===== src/rtl/lph_ram.sv =====
`default_nettype none

module lph_ram #(
   parameter int WIDTH = 8,
   parameter int DEPTH = 16
) (
   input  wire logic                     clock,
   input  wire logic                     wr_en,
   input  wire logic [$clog2(DEPTH)-1:0] wr_addr,
   input  wire logic [WIDTH-1:0]         wr_data,
   input  wire logic [$clog2(DEPTH)-1:0] rd_addr,
   output logic      [WIDTH-1:0]         rd_data
);

   logic [WIDTH-1:0] mem_ff [DEPTH];
   logic [WIDTH-1:0] rd_data_ff;

   always_ff @(posedge clock) begin
      if (wr_en) begin
         mem_ff[wr_addr] <= wr_data;
      end
      rd_data_ff <= mem_ff[rd_addr];
   end

   assign rd_data = rd_data_ff;

endmodule

`default_nettype wire


===== config.mk =====
export PLATFORM = sky130hd
export DESIGN_NAME = lph_ram
export DESIGN_NICKNAME = d
export VERILOG_FILES = /design/src/rtl/lph_ram.sv
export SDC_FILE = /design/constraint.sdc
export NUM_CORES = 1
export LEC_CHECK = 0
export ABC_AREA = 1
export BUFFER_PORTS_ARGS = -buffer_cell sky130_fd_sc_hd__buf_2
export CORE_MARGIN = 10
export CORE_UTILIZATION = 55
export CTS_CLUSTER_DIAMETER = 40
export DETAILED_ROUTE_END_ITERATION = 10
export MAX_ROUTING_LAYER = met4
export PLACE_DENSITY = 0.85
export SYNTH_ARGS = -nofsm -noshare
export SYNTH_HDL_FRONTEND = slang
export SYNTH_SLANG_ARGS = --single-unit

===== constraint.sdc =====
create_clock -name clock -period 1.1 [get_ports clock]
set_clock_uncertainty 0.05 [all_clocks]
set_input_delay 0.055 -clock clock [delete_from_list [all_inputs] [get_ports clock]]
set_output_delay 0.055 -clock clock [all_outputs]
set_load 0.01 [all_outputs]

==> results.cfg <==
[outcome]
status = complete, but fails checks
violations = setup timing

[route]
vias_per_cell = 5.42
ant_nets = 0
route.detailed.drc = 0
drt_iter0_drc = 588
routed_wl_mm = 13.8
routedWlPerCell_um = 18.3
vias = 4103
first_pass_iters = 6

[pwr]
leakagePower_nw = 3.06
p_sw_share_pct = 21.3
p_per_area_nw_per_um2 = 1790
power_mw = 12.6
power.switching_mw = 2.68
internal-power_mw = 9.88
p_seq_share_pct = 46.5
combPwrFrac_pct = 6.8
vdd_drop_max_mv = 0.935
clockPowerShare_pct = 46.6

[setup_path]
reg2regPathDepth = 6
worstReg2RegEnd = rd_data[1]$_DFF_P_
cp-end-kind = register
crit_arrival_ps = 1460
worstSetupEndpoint = rd_data[1]$_DFF_P_
crit_type = register to register
cp.required_ps = 1460
r2r_slack_ps = -0.2
rr_startpoint = mem_ff[10][1]$_DFFE_PP_
cp_max_fo = 1
cp-start-kind = register
crit_start = mem_ff[10][1]$_DFFE_PP_

[timing]
max_freq_mhz = 909
setup_ws_ps = -0.192
rsz0062_at_grt = true
post-route-min-period_ps = 1100
relSlewSlack_pct = 73.3
setup_violations = 1
hold_viol = 0
worst_slew_pin_slew_ps = 401
drv_slew = 0
post-route-period-util_pct = 100

[floorplan]
dieArea_sq_um = 15000
fp.dieW_um = 122
die_h_um = 122
num_rows = 37
start_util_pct = 56.1
ios = 26
design.core.area_sq_um = 10300

[clocking]
cts_max_level = 4
clk_latency_ps = 530
cts_tree = done
cts_max_path_buffers = 2
cts_buffers = 17
clkTransAtPathRegs_ps = 60
cts_root_buf = clkbuf_8
clkSinkCount = 136

[grt]
grt_pass1_wl_mm = 21.2
grt_max_degree = 41
grt_antenna_before_repair = 0
grt.total_usage_pct = 19.4
grt_pass1_vias = 3909
overflow = 0

[synthesis]
synth_largest_area_cell = edfxtp_1
syn_avg_cell_area_sq_um = 10.5
netlist_instances = 551
synth_cell_types = 12
synth_top_cell_area_share_pct = 66.7
ys_seq_area_share_pct = 69.4
synth.net_count = 569
synth_seq_cells = 136
synth_area_sq_um = 5770
synth_top_cells_by_area = edfxtp_1 (67%), nand2_1 (11%), nand3_1 (8.4%)
yosys_warnings = 0

[worst_hold_path]
hp-class = input port to register

[cells_and_area]
drive_above_1_share_pct = 17.1
layout.nets = 626
syn_to_final_growth_pct = 21.5
n_antenna_cell = 0
nFillCells = 690

[place]
portBuffers = 25
gp_congestion = 0.857
dpl.hpwl_mm = 8.22
place_ws_ps = -101

[flow_run]
drv_cap = 0
synthesized netlist by cell type (all sizes together):
master  number
dfxtp        8
nand2      173
edfxtp     128
inv        102
nand3b       2
nor2        17
buf         24
nand3       97
worst min-delay path by stage:
stage | start | end | slack (ps) | cells after the start
floorplan | wr_data[0] | mem_ff[0][0]$_DFFE_PP_ | 100 | 0
global placement | rd_addr[3] | rd_data[6]$_DFF_P_ | 310 | 3
detailed placement | rd_addr[3] | rd_data[6]$_DFF_P_ | 300 | 3
CTS | rd_addr[2] | rd_data[2]$_DFF_P_ | 20 | 5
global route | rd_addr[2] | rd_data[0]$_DFF_P_ | 60 | 5
finish | rd_addr[2] | rd_data[2]$_DFF_P_ | 50 | 5
sequential cells by signal (all words and copies together), names as in the netlist:
register,cells
mem_ff,128
rd_data,8
per-stage QoR:
stage	utilization [%]	area (sq um)	hold WS, ps	std cells	setup TNS (ps)
final	68.2	7010	54.9	757	-0.192
after global routing	68.2	7010	60.9	757	-45.0
after CTS	67.3	6920	24.7	757	-13.2
after detailed placement	60.1	6180	305	716	-439
after global placement	60.1	6180	306	716	-163
after floorplan	-	5770	104	551	0
per-layer routing:
layer,wire [um],vias to the layer above,global-route usage (%),share of wire (%)
met5,0,-,-,0
met4,522,0,10.2,3.8
met3,1300,42,4.32,9.4
met2,6790,252,29.5,49
met1,5210,1924,23.8,38
li1,-,1885,-,-
power groups by stage:
stage / Combinational, mW / Sequential (mW) / Clock (mW)
finish: 0.856 / 5.85 / 5.86
global route: 0.924 / 5.85 / 6.11
CTS: 0.808 / 5.84 / 5.84
detailed placement: 0.748 / 5.94 / 0
global placement: 0.725 / 5.94 / 0
floorplan: 0.409 / 5.95 / 0
worst max-delay path, cell delays in order (launching register included):
cell and delay [ps]:
edfxtp_1 400, inv_1 80, nand2_1 70, nand3_1 110, nand3_2 100, nand3_2 100
nand2_1 70
area by class of cell:
type	instances	area, sq um	share of cell area, %
repair buffers	62	538	7.68
well taps	136	170	2.43
clock inverters	13	176	2.52
flip-flops and latches	136	4010	57.2
inverters	102	383	5.46
multi-input cells	289	1290	18.4
clock buffers	19	442	6.30
cell families (layout without fill, tap and decap cells):
| logic type | after synthesis | after routing | share of synthesized area, % |
|---|---|---|---|
| simple gates | 289 | 289 | 21.0 |
| flops | 136 | 136 | 69.4 |
| buf+inv | 126 | 196 | 9.52 |
layout by cell type (no fill, tap or decap):
master | Yosys | layout
nand2_1 | 173 | 173
edfxtp_1 | 128 | 128
inv_1 | 100 | 99
nand3_1 | 97 | 82
buf_4 | 4 | 22
buf_2 | 13 | 19
nor2_1 | 17 | 17
clkbuf_16 | 0 | 16
nand3_2 | 0 | 15
dlygate4sd3_1 | 0 | 9
buf_6 | 6 | 6
buf_12 | 0 | 6
dfxtp_2 | 0 | 5
clkinvlp_4 | 0 | 4
bufinv_16 | 0 | 4
inv_2 | 2 | 3
clkbuf_8 | 0 | 3
dfxtp_1 | 8 | 3
nand3b_1 | 2 | 2
clkinv_1 | 0 | 2
clkinv_2 | 0 | 2
clkinv_4 | 0 | 1
what timing repair did:
action / CTS / global route
pin swaps: 2 / 2
gates resized for setup: 8 / 19
endpoints found under the hold margin: 135 / 0
buffers inserted: 0 / 0
hold buffers: 9 / 0
endpoints found under the setup margin: 5 / 9
No activity file was read; power rests on OpenSTA's default activity.
