### src/rtl/lph_pkg.sv
`default_nettype none

package lph_pkg;

   localparam int KEY_W    = 64;
   localparam int HASH_W   = 32;
   localparam int LEN_W    = 4;
   localparam int VALUE_W  = 32;
   localparam int STATUS_W = 2;
   localparam int SLOT_W   = 10;
   localparam int CSR_W    = 4;

   localparam logic [CSR_W-1:0] INDEX_BITS_RESET = 4'd10;

   localparam logic MODE_INSERT = 1'b0;
   localparam logic MODE_LOOKUP = 1'b1;

   localparam logic [STATUS_W-1:0] STATUS_INSERTED  = 2'd0;
   localparam logic [STATUS_W-1:0] STATUS_FOUND     = 2'd1;
   localparam logic [STATUS_W-1:0] STATUS_NOT_FOUND = 2'd2;
   localparam logic [STATUS_W-1:0] STATUS_FULL      = 2'd3;

   typedef struct packed {
      logic               used;
      logic [HASH_W-1:0]  hash;
      logic [KEY_W-1:0]   key;
      logic [LEN_W-1:0]   len;
      logic [VALUE_W-1:0] value;
   } entry_type;

   typedef struct packed {
      logic [STATUS_W-1:0] status;
      logic [VALUE_W-1:0]  value;
      logic [SLOT_W-1:0]   slot;
   } result_type;

endpackage

`default_nettype wire

### src/rtl/lph_engine.sv
`default_nettype none

module lph_engine #(
   parameter int TABLE_DEPTH = 1024,
   parameter int KEY_BYTES   = 8
) (
   input  wire logic                           clock,
   input  wire logic                           reset,
   input  wire logic [$clog2(TABLE_DEPTH)-1:0] mask,
   input  wire logic                           req_valid,
   output logic                                req_stall,
   input  wire logic                           req_mode,
   input  wire logic [lph_pkg::HASH_W-1:0]     req_key_hash,
   input  wire logic [lph_pkg::KEY_W-1:0]      req_key_bytes,
   input  wire logic [lph_pkg::LEN_W-1:0]      req_key_length,
   input  wire logic [lph_pkg::VALUE_W-1:0]    req_payload,
   output logic                                rsp_valid,
   input  wire logic                           rsp_stall,
   output lph_pkg::result_type                 rsp,
   output logic                                mem_wr_en,
   output logic      [$clog2(TABLE_DEPTH)-1:0] mem_wr_addr,
   output lph_pkg::entry_type                  mem_wr_data,
   output logic      [$clog2(TABLE_DEPTH)-1:0] mem_rd_addr,
   input  wire lph_pkg::entry_type             mem_rd_data
);

   import lph_pkg::*;

   localparam int IDX_W = $clog2(TABLE_DEPTH);

   typedef enum logic [3:0] {
      ST_CLEAR = 4'b0001,
      ST_IDLE  = 4'b0010,
      ST_PROBE = 4'b0100,
      ST_HOLD  = 4'b1000
   } state_type;

   state_type            state_ff, state_in;
   logic                 mode_ff, mode_in;
   logic [HASH_W-1:0]    hash_ff, hash_in;
   logic [KEY_W-1:0]     key_ff, key_in;
   logic [LEN_W-1:0]     len_ff, len_in;
   logic [VALUE_W-1:0]   payload_ff, payload_in;
   logic [IDX_W-1:0]     mask_ff, mask_in;
   logic [IDX_W-1:0]     slot_ff, slot_in;
   logic [IDX_W-1:0]     count_ff, count_in;
   logic [IDX_W-1:0]     clr_ff, clr_in;
   result_type           pend_ff, pend_in;
   result_type           rsp_ff, rsp_in;
   logic                 rsp_valid_ff, rsp_valid_in;

   logic [LEN_W-1:0]     len_sat;
   logic [KEY_W-1:0]     key_clean;
   logic [IDX_W-1:0]     start_slot;
   logic [IDX_W-1:0]     next_slot;
   logic                 out_free;
   logic                 hit;
   logic                 done;
   result_type           res;

   // key bytes past the length are dropped so stored and compared keys agree
   always_comb begin
      len_sat = (req_key_length > LEN_W'(KEY_BYTES)) ? LEN_W'(KEY_BYTES) : req_key_length;
      for (int i = 0; i < KEY_W / 8; i++) begin
         key_clean[8*i +: 8] = (LEN_W'(i) < len_sat) ? req_key_bytes[8*i +: 8] : 8'h00;
      end
   end

   assign start_slot = (req_key_hash[IDX_W-1:0] + IDX_W'(1)) & mask;
   assign next_slot  = (slot_ff + IDX_W'(1)) & mask_ff;
   assign out_free   = !rsp_valid_ff || !rsp_stall;

   assign hit = mem_rd_data.used && (mem_rd_data.hash == hash_ff) &&
                (mem_rd_data.len == len_ff) && (mem_rd_data.key == key_ff);

   always_comb begin
      state_in     = state_ff;
      mode_in      = mode_ff;
      hash_in      = hash_ff;
      key_in       = key_ff;
      len_in       = len_ff;
      payload_in   = payload_ff;
      mask_in      = mask_ff;
      slot_in      = slot_ff;
      count_in     = count_ff;
      clr_in       = clr_ff;
      pend_in      = pend_ff;
      rsp_in       = rsp_ff;
      rsp_valid_in = rsp_valid_ff && rsp_stall;
      mem_wr_en    = 1'b0;
      mem_wr_addr  = slot_ff;
      mem_wr_data  = '0;
      mem_rd_addr  = slot_ff;
      done         = 1'b0;
      res          = '0;

      unique case (state_ff)
         ST_CLEAR: begin
            // one slot per cycle marked empty after reset
            mem_wr_en   = 1'b1;
            mem_wr_addr = clr_ff;
            clr_in      = clr_ff + IDX_W'(1);
            if (clr_ff == IDX_W'(TABLE_DEPTH - 1)) begin
               state_in = ST_IDLE;
            end
         end
         ST_IDLE: begin
            mem_rd_addr = start_slot;
            if (req_valid) begin
               mode_in    = req_mode;
               hash_in    = req_key_hash;
               key_in     = key_clean;
               len_in     = len_sat;
               payload_in = req_payload;
               mask_in    = mask;
               slot_in    = start_slot;
               count_in   = '0;
               if (req_mode == MODE_INSERT && req_payload == '0) begin
                  pend_in  = '{status: STATUS_FULL, value: '0, slot: '0};
                  state_in = ST_HOLD;
               end else begin
                  state_in = ST_PROBE;
               end
            end
         end
         ST_PROBE: begin
            mem_rd_addr = next_slot;
            if (!mem_rd_data.used) begin
               done = 1'b1;
               if (mode_ff == MODE_INSERT) begin
                  mem_wr_en   = 1'b1;
                  mem_wr_addr = slot_ff;
                  mem_wr_data = '{used: 1'b1, hash: hash_ff, key: key_ff,
                                  len: len_ff, value: payload_ff};
                  res = '{status: STATUS_INSERTED, value: '0, slot: SLOT_W'(slot_ff)};
               end else begin
                  res = '{status: STATUS_NOT_FOUND, value: '0, slot: '0};
               end
            end else if (mode_ff == MODE_LOOKUP && hit) begin
               done = 1'b1;
               res  = '{status: STATUS_FOUND, value: mem_rd_data.value,
                        slot: SLOT_W'(slot_ff)};
            end else if (count_ff == mask_ff) begin
               // every slot under the mask has been probed once
               done = 1'b1;
               res  = '{status: STATUS_FULL, value: '0, slot: '0};
            end else begin
               slot_in  = next_slot;
               count_in = count_ff + IDX_W'(1);
            end
            if (done) begin
               if (out_free) begin
                  rsp_in       = res;
                  rsp_valid_in = 1'b1;
                  state_in     = ST_IDLE;
               end else begin
                  pend_in  = res;
                  state_in = ST_HOLD;
               end
            end
         end
         ST_HOLD: begin
            if (out_free) begin
               rsp_in       = pend_ff;
               rsp_valid_in = 1'b1;
               state_in     = ST_IDLE;
            end
         end
         default: begin
            state_in = ST_CLEAR;
         end
      endcase
   end

   always_ff @(posedge clock) begin
      if (reset) begin
         state_ff     <= ST_CLEAR;
         clr_ff       <= '0;
         rsp_valid_ff <= 1'b0;
      end else begin
         state_ff     <= state_in;
         clr_ff       <= clr_in;
         rsp_valid_ff <= rsp_valid_in;
      end
      mode_ff    <= mode_in;
      hash_ff    <= hash_in;
      key_ff     <= key_in;
      len_ff     <= len_in;
      payload_ff <= payload_in;
      mask_ff    <= mask_in;
      slot_ff    <= slot_in;
      count_ff   <= count_in;
      pend_ff    <= pend_in;
      rsp_ff     <= rsp_in;
   end

   assign req_stall = (state_ff != ST_IDLE);
   assign rsp_valid = rsp_valid_ff;
   assign rsp       = rsp_ff;

endmodule

`default_nettype wire

### config.mk
export PLATFORM = sky130hd
export DESIGN_NAME = lph_engine
export DESIGN_NICKNAME = d
export VERILOG_FILES = /design/src/rtl/lph_pkg.sv /design/src/rtl/lph_engine.sv
export SDC_FILE = /design/constraint.sdc
export NUM_CORES = 1
export LEC_CHECK = 0
export BUFFER_PORTS_ARGS = -buffer_cell sky130_fd_sc_hd__buf_2
export CAP_MARGIN = 10
export CELL_PAD_IN_SITES_DETAIL_PLACEMENT = 1
export CELL_PAD_IN_SITES_GLOBAL_PLACEMENT = 1
export CORE_MARGIN = 1.5
export CORE_UTILIZATION = 30
export DETAILED_ROUTE_END_ITERATION = 10
export PLACE_DENSITY = 0.74
export SLEW_MARGIN = 40
export SYNTH_ARGS = -nofsm -noshare
export SYNTH_HDL_FRONTEND = slang
export SYNTH_SLANG_ARGS = --single-unit
### constraint.sdc
create_clock -name clock -period 8.9 [get_ports clock]
set_clock_uncertainty 0.05 [all_clocks]
set_input_delay 2.225 -clock clock [delete_from_list [all_inputs] [get_ports clock]]
set_output_delay 2.225 -clock clock [all_outputs]
set_load 0.02 [all_outputs]
==> impl_metrics.toml <==
[outcome]
status = "complete, no violations"

[detailed_routing]
via_count = 11000
routedWlPerCell_um = 22.9
drt_iter0_markers = 615
dr.pass1.iters = 5
vias_per_cell = 4.95
drc_errors = 0
postRouteAntennaNets = 0
wirelength_mm = 50.9

[grt]
overflow = 0
grt_pass1_vias = 11500
grt_pass1_wl_mm = 72.8
antenna_found_initial = 15
grt_max_degree = 80
grt_util_all_layers_pct = 21.9

[yosys]
netlist_area_sq_um = 13100
syn_avg_cell_area_sq_um = 11.6
synth_warnings = 0
async_reset_ff_share_pct = 0
synthDominantCellAreaShare_pct = 57.4
ys_ff_latch = 266
ys.flop_type = "edfxtp_1"
yosys.area_share.xor_xnor_pct = 6.40
synth_compound_area_share_pct = 5.67
seq_area_frac_synth_pct = 59.7
syn_nets = 1416
synthAdderAreaFrac_pct = 0.381
ys_types = 58
synth-simple-area-share_pct = 23.6
synth_area_leaders = "edfxtp_1, and2_1, xor2_1, nor2b_1, nand2_1"
synth_top_area_cell = "edfxtp_1"
synth_edf_count = 251
synth_top_family_by_area = "simple AND/OR/NAND/NOR gates"
synth_mux_area_share_pct = 1.12
synthCells = 1132

[timing]
slew_viol_final = 0
layout_setup_ws_ns = 2.69
finalCritPeriodShare_pct = 69.8
fin_setup_tns_ns = 0
finalHoldViolCount = 0
tightest_slew_ns = 0.840
fmax_mhz = 161
fin_crit_ns = 6.21
finalSetupViolations = 0
maxSlewHeadroom_pct = 43.8
rsz0062_at_grt = "no"

[floorplanning]
placementRows = 76
die_w_um = 212
die_y_um = 212
io_pins = 480
start_util_pct = 30.4
dieArea_sq_um = 45000
coreArea_sq_um = 43200

[setup_path]
worstPathRequired_ns = 6.63
cp_cell_sequence = "buf_2, nor3_2, buf_4, and2_1, buf_2"
cp.depth = 5
worstPathArrival_ns = 3.94
reg2reg_to = "rsp[25]"
critPathBufInv = 3
crit_top_cell = "buf_2"
worstReg2RegStart = "hash_ff[22]"
path_max_fanout = 79
max_stage_delay_ns = 0.59
startpoint = "mem_rd_data[132]"
critical_path_class = "primary input to primary output"
crit_path_start_kind = "primary input"
timing.critical_path.to = "mem_wr_data[65]"
end_kind = "primary output"
path_delay_family = "buffers and inverters"
rr_worst_depth = 9
regToRegSetupSlack_ns = 4.47
slowest_stage = "buf_4"

[place]
dp_hpwl_mm = 38.6
port_buffers = 479
pre_cts_ws_ns = 2.69
globalplace.congestion = 0.904

[clocking]
hold_buffers = 0
clock_path_buffers = 3
cts_max_level = 1
clkSinkCount = 266
cts_setup_buffers = 0
clock_latency_ns = 0.58
cts_buffers = 31
cts_root_buffer = "clkbuf_16"
cts_resized = 0
cts_tree = "built"
clkSlewWorstSetupHoldPaths_ns = 0.06

[power_and_ir_drop]
p_per_area_nw_per_um2 = 178
p_seq_share_pct = 46.1
p_switching_mw = 0.756
combPwrFrac_pct = 11.4
power.leakage_nw = 7.38
p_clk_share_pct = 42.6
switching_share_pct = 24.6
ir_drop_mv = 0.103
power.internal_mw = 2.32

[min_path]
hold_path_class = "flop to flop"

[flow_run]
drv_cap = 0

[final_layout]
drive_gt1_share_pct = 35.6
nNetsFinal = 1889
area_growth_pct = 31.5
fillers = 4985
## power groups by stage
stage / registers [mW] / clock network, mW / logic, mW
finish: 1.42 / 1.31 / 0.350
global route: 1.42 / 1.38 / 0.377
CTS: 1.42 / 1.34 / 0.353
detailed placement: 1.44 / 0 / 0.350
global placement: 1.44 / 0 / 0.341
floorplan: 1.43 / 0 / 0.181
## logic make-up (layout without fill, tap and decap cells)
| kind of cell | count (synthesis) | in the layout |
|---|---|---|
| muxes | 13 | 13 |
| other | 0 | 12 |
| adders and majority gates | 4 | 4 |
| DFF | 266 | 266 |
| and+or+nand+nor | 556 | 556 |
| xor gates and xnor gates | 96 | 96 |
| AOI/OAI and AO/OA | 105 | 105 |
| buffers and inverters | 92 | 587 |
## registers in the layout, indices dropped and copies added, names as in the netlist
signal	flops
pend_ff	44
state_ff	4
clr_ff	10
payload_ff	32
slot_ff	10
rsp_valid	1
len_ff	4
count_ff	10
key_ff	64
rsp	44
mask_ff	10
hash_ff	32
mode_ff	1
## cell usage after synthesis (4+ instances only)
library cell	n
a2111oi_0	9
a21oi_1	12
a22oi_1	4
a31o_2	10
and2_1	148
and3_1	53
buf_6	6
clkbuf_1	45
dfxtp_1	15
edfxtp_1	251
ha_1	4
inv_1	35
mux2_2	10
nand2_1	105
nand2b_1	8
nand3_1	51
nand4_1	16
nor2_1	32
nor2b_1	82
nor4_1	34
o21ai_0	25
o22ai_1	15
or3_1	8
or4_1	4
xnor2_1	35
xor2_1	61
## placed cells by master, fill, tap and decap left out, types with 4 or more instances in the layout
cell / count
clkinvlp_4: 4
and3_1: 53
clkbuf_1: 4
a22oi_1: 4
a2111oi_0: 8
ha_1: 4
clkbuf_16: 31
buf_4: 17
nand2b_1: 8
inv_1: 34
clkbuf_8: 4
bufinv_16: 4
a21oi_1: 12
nor2_1: 32
or4_1: 4
nor4_1: 33
o21ai_0: 25
nand2_1: 104
nand3_1: 51
clkinv_1: 4
nor2b_1: 82
mux2_2: 10
xnor2_1: 35
o22ai_1: 15
edfxtp_1: 251
nand4_1: 16
dfxtp_1: 15
buf_2: 479
a31o_2: 10
xor2_1: 61
or3_1: 8
diode_2: 12
and2_1: 148
## per-stage QoR
stage               total power, mW  std cells  hold WS [ns]  utilization, %  instance area [sq um]
CTS                            3.11       2212         0.463            39.9                  17200
finish                         3.08       2224         0.460            40.0                  17300
global route                   3.18       2221         0.486            40.0                  17300
detailed placement             1.79       2157         0.448            37.5                  16200
global placement               1.79       2157         0.431            37.5                  16200
floorplan                      1.61       1132         0.418               -                  13100
## area by class of cell
cell class | count | area (sq um) | area share (%)
antenna | 12 | 30.0 | 0.174
clock inverter | 16 | 189 | 1.09
timing repair buffer | 497 | 2540 | 14.7
inverter | 35 | 136 | 0.790
clock buffer | 39 | 846 | 4.90
multi-input combinational | 774 | 4960 | 28.7
tap | 585 | 732 | 4.24
sequential | 266 | 7840 | 45.4
## how the worst min path moves through the flow
stage	slack (ns)	cells past startpoint	end	start
after CTS	0.46	2	clr_ff[7]	clr_ff[7]
after global placement	0.43	2	clr_ff[7]	clr_ff[7]
final	0.46	2	clr_ff[7]	clr_ff[7]
after detailed placement	0.45	2	rsp[31]	pend_ff[31]
after floorplan	0.42	2	clr_ff[7]	clr_ff[7]
after global routing	0.49	2	rsp[35]	pend_ff[35]
## per-layer routing
metal	vias to the layer above	global-route usage, %	share of wire, %
li1	5010	-	-
met1	5444	24.5	38
met2	461	40.2	52
met3	93	3.96	6.1
met4	6	10.0	4.0
met5	-	0	0.079
## tightest hold or removal path, stage by stage, from the launching register on
cell	delay, ns
dfxtp_1	0.32
o21ai_0	0.08
a21oi_1	0.06
Note: power is estimated with default switching activity, not from simulation.
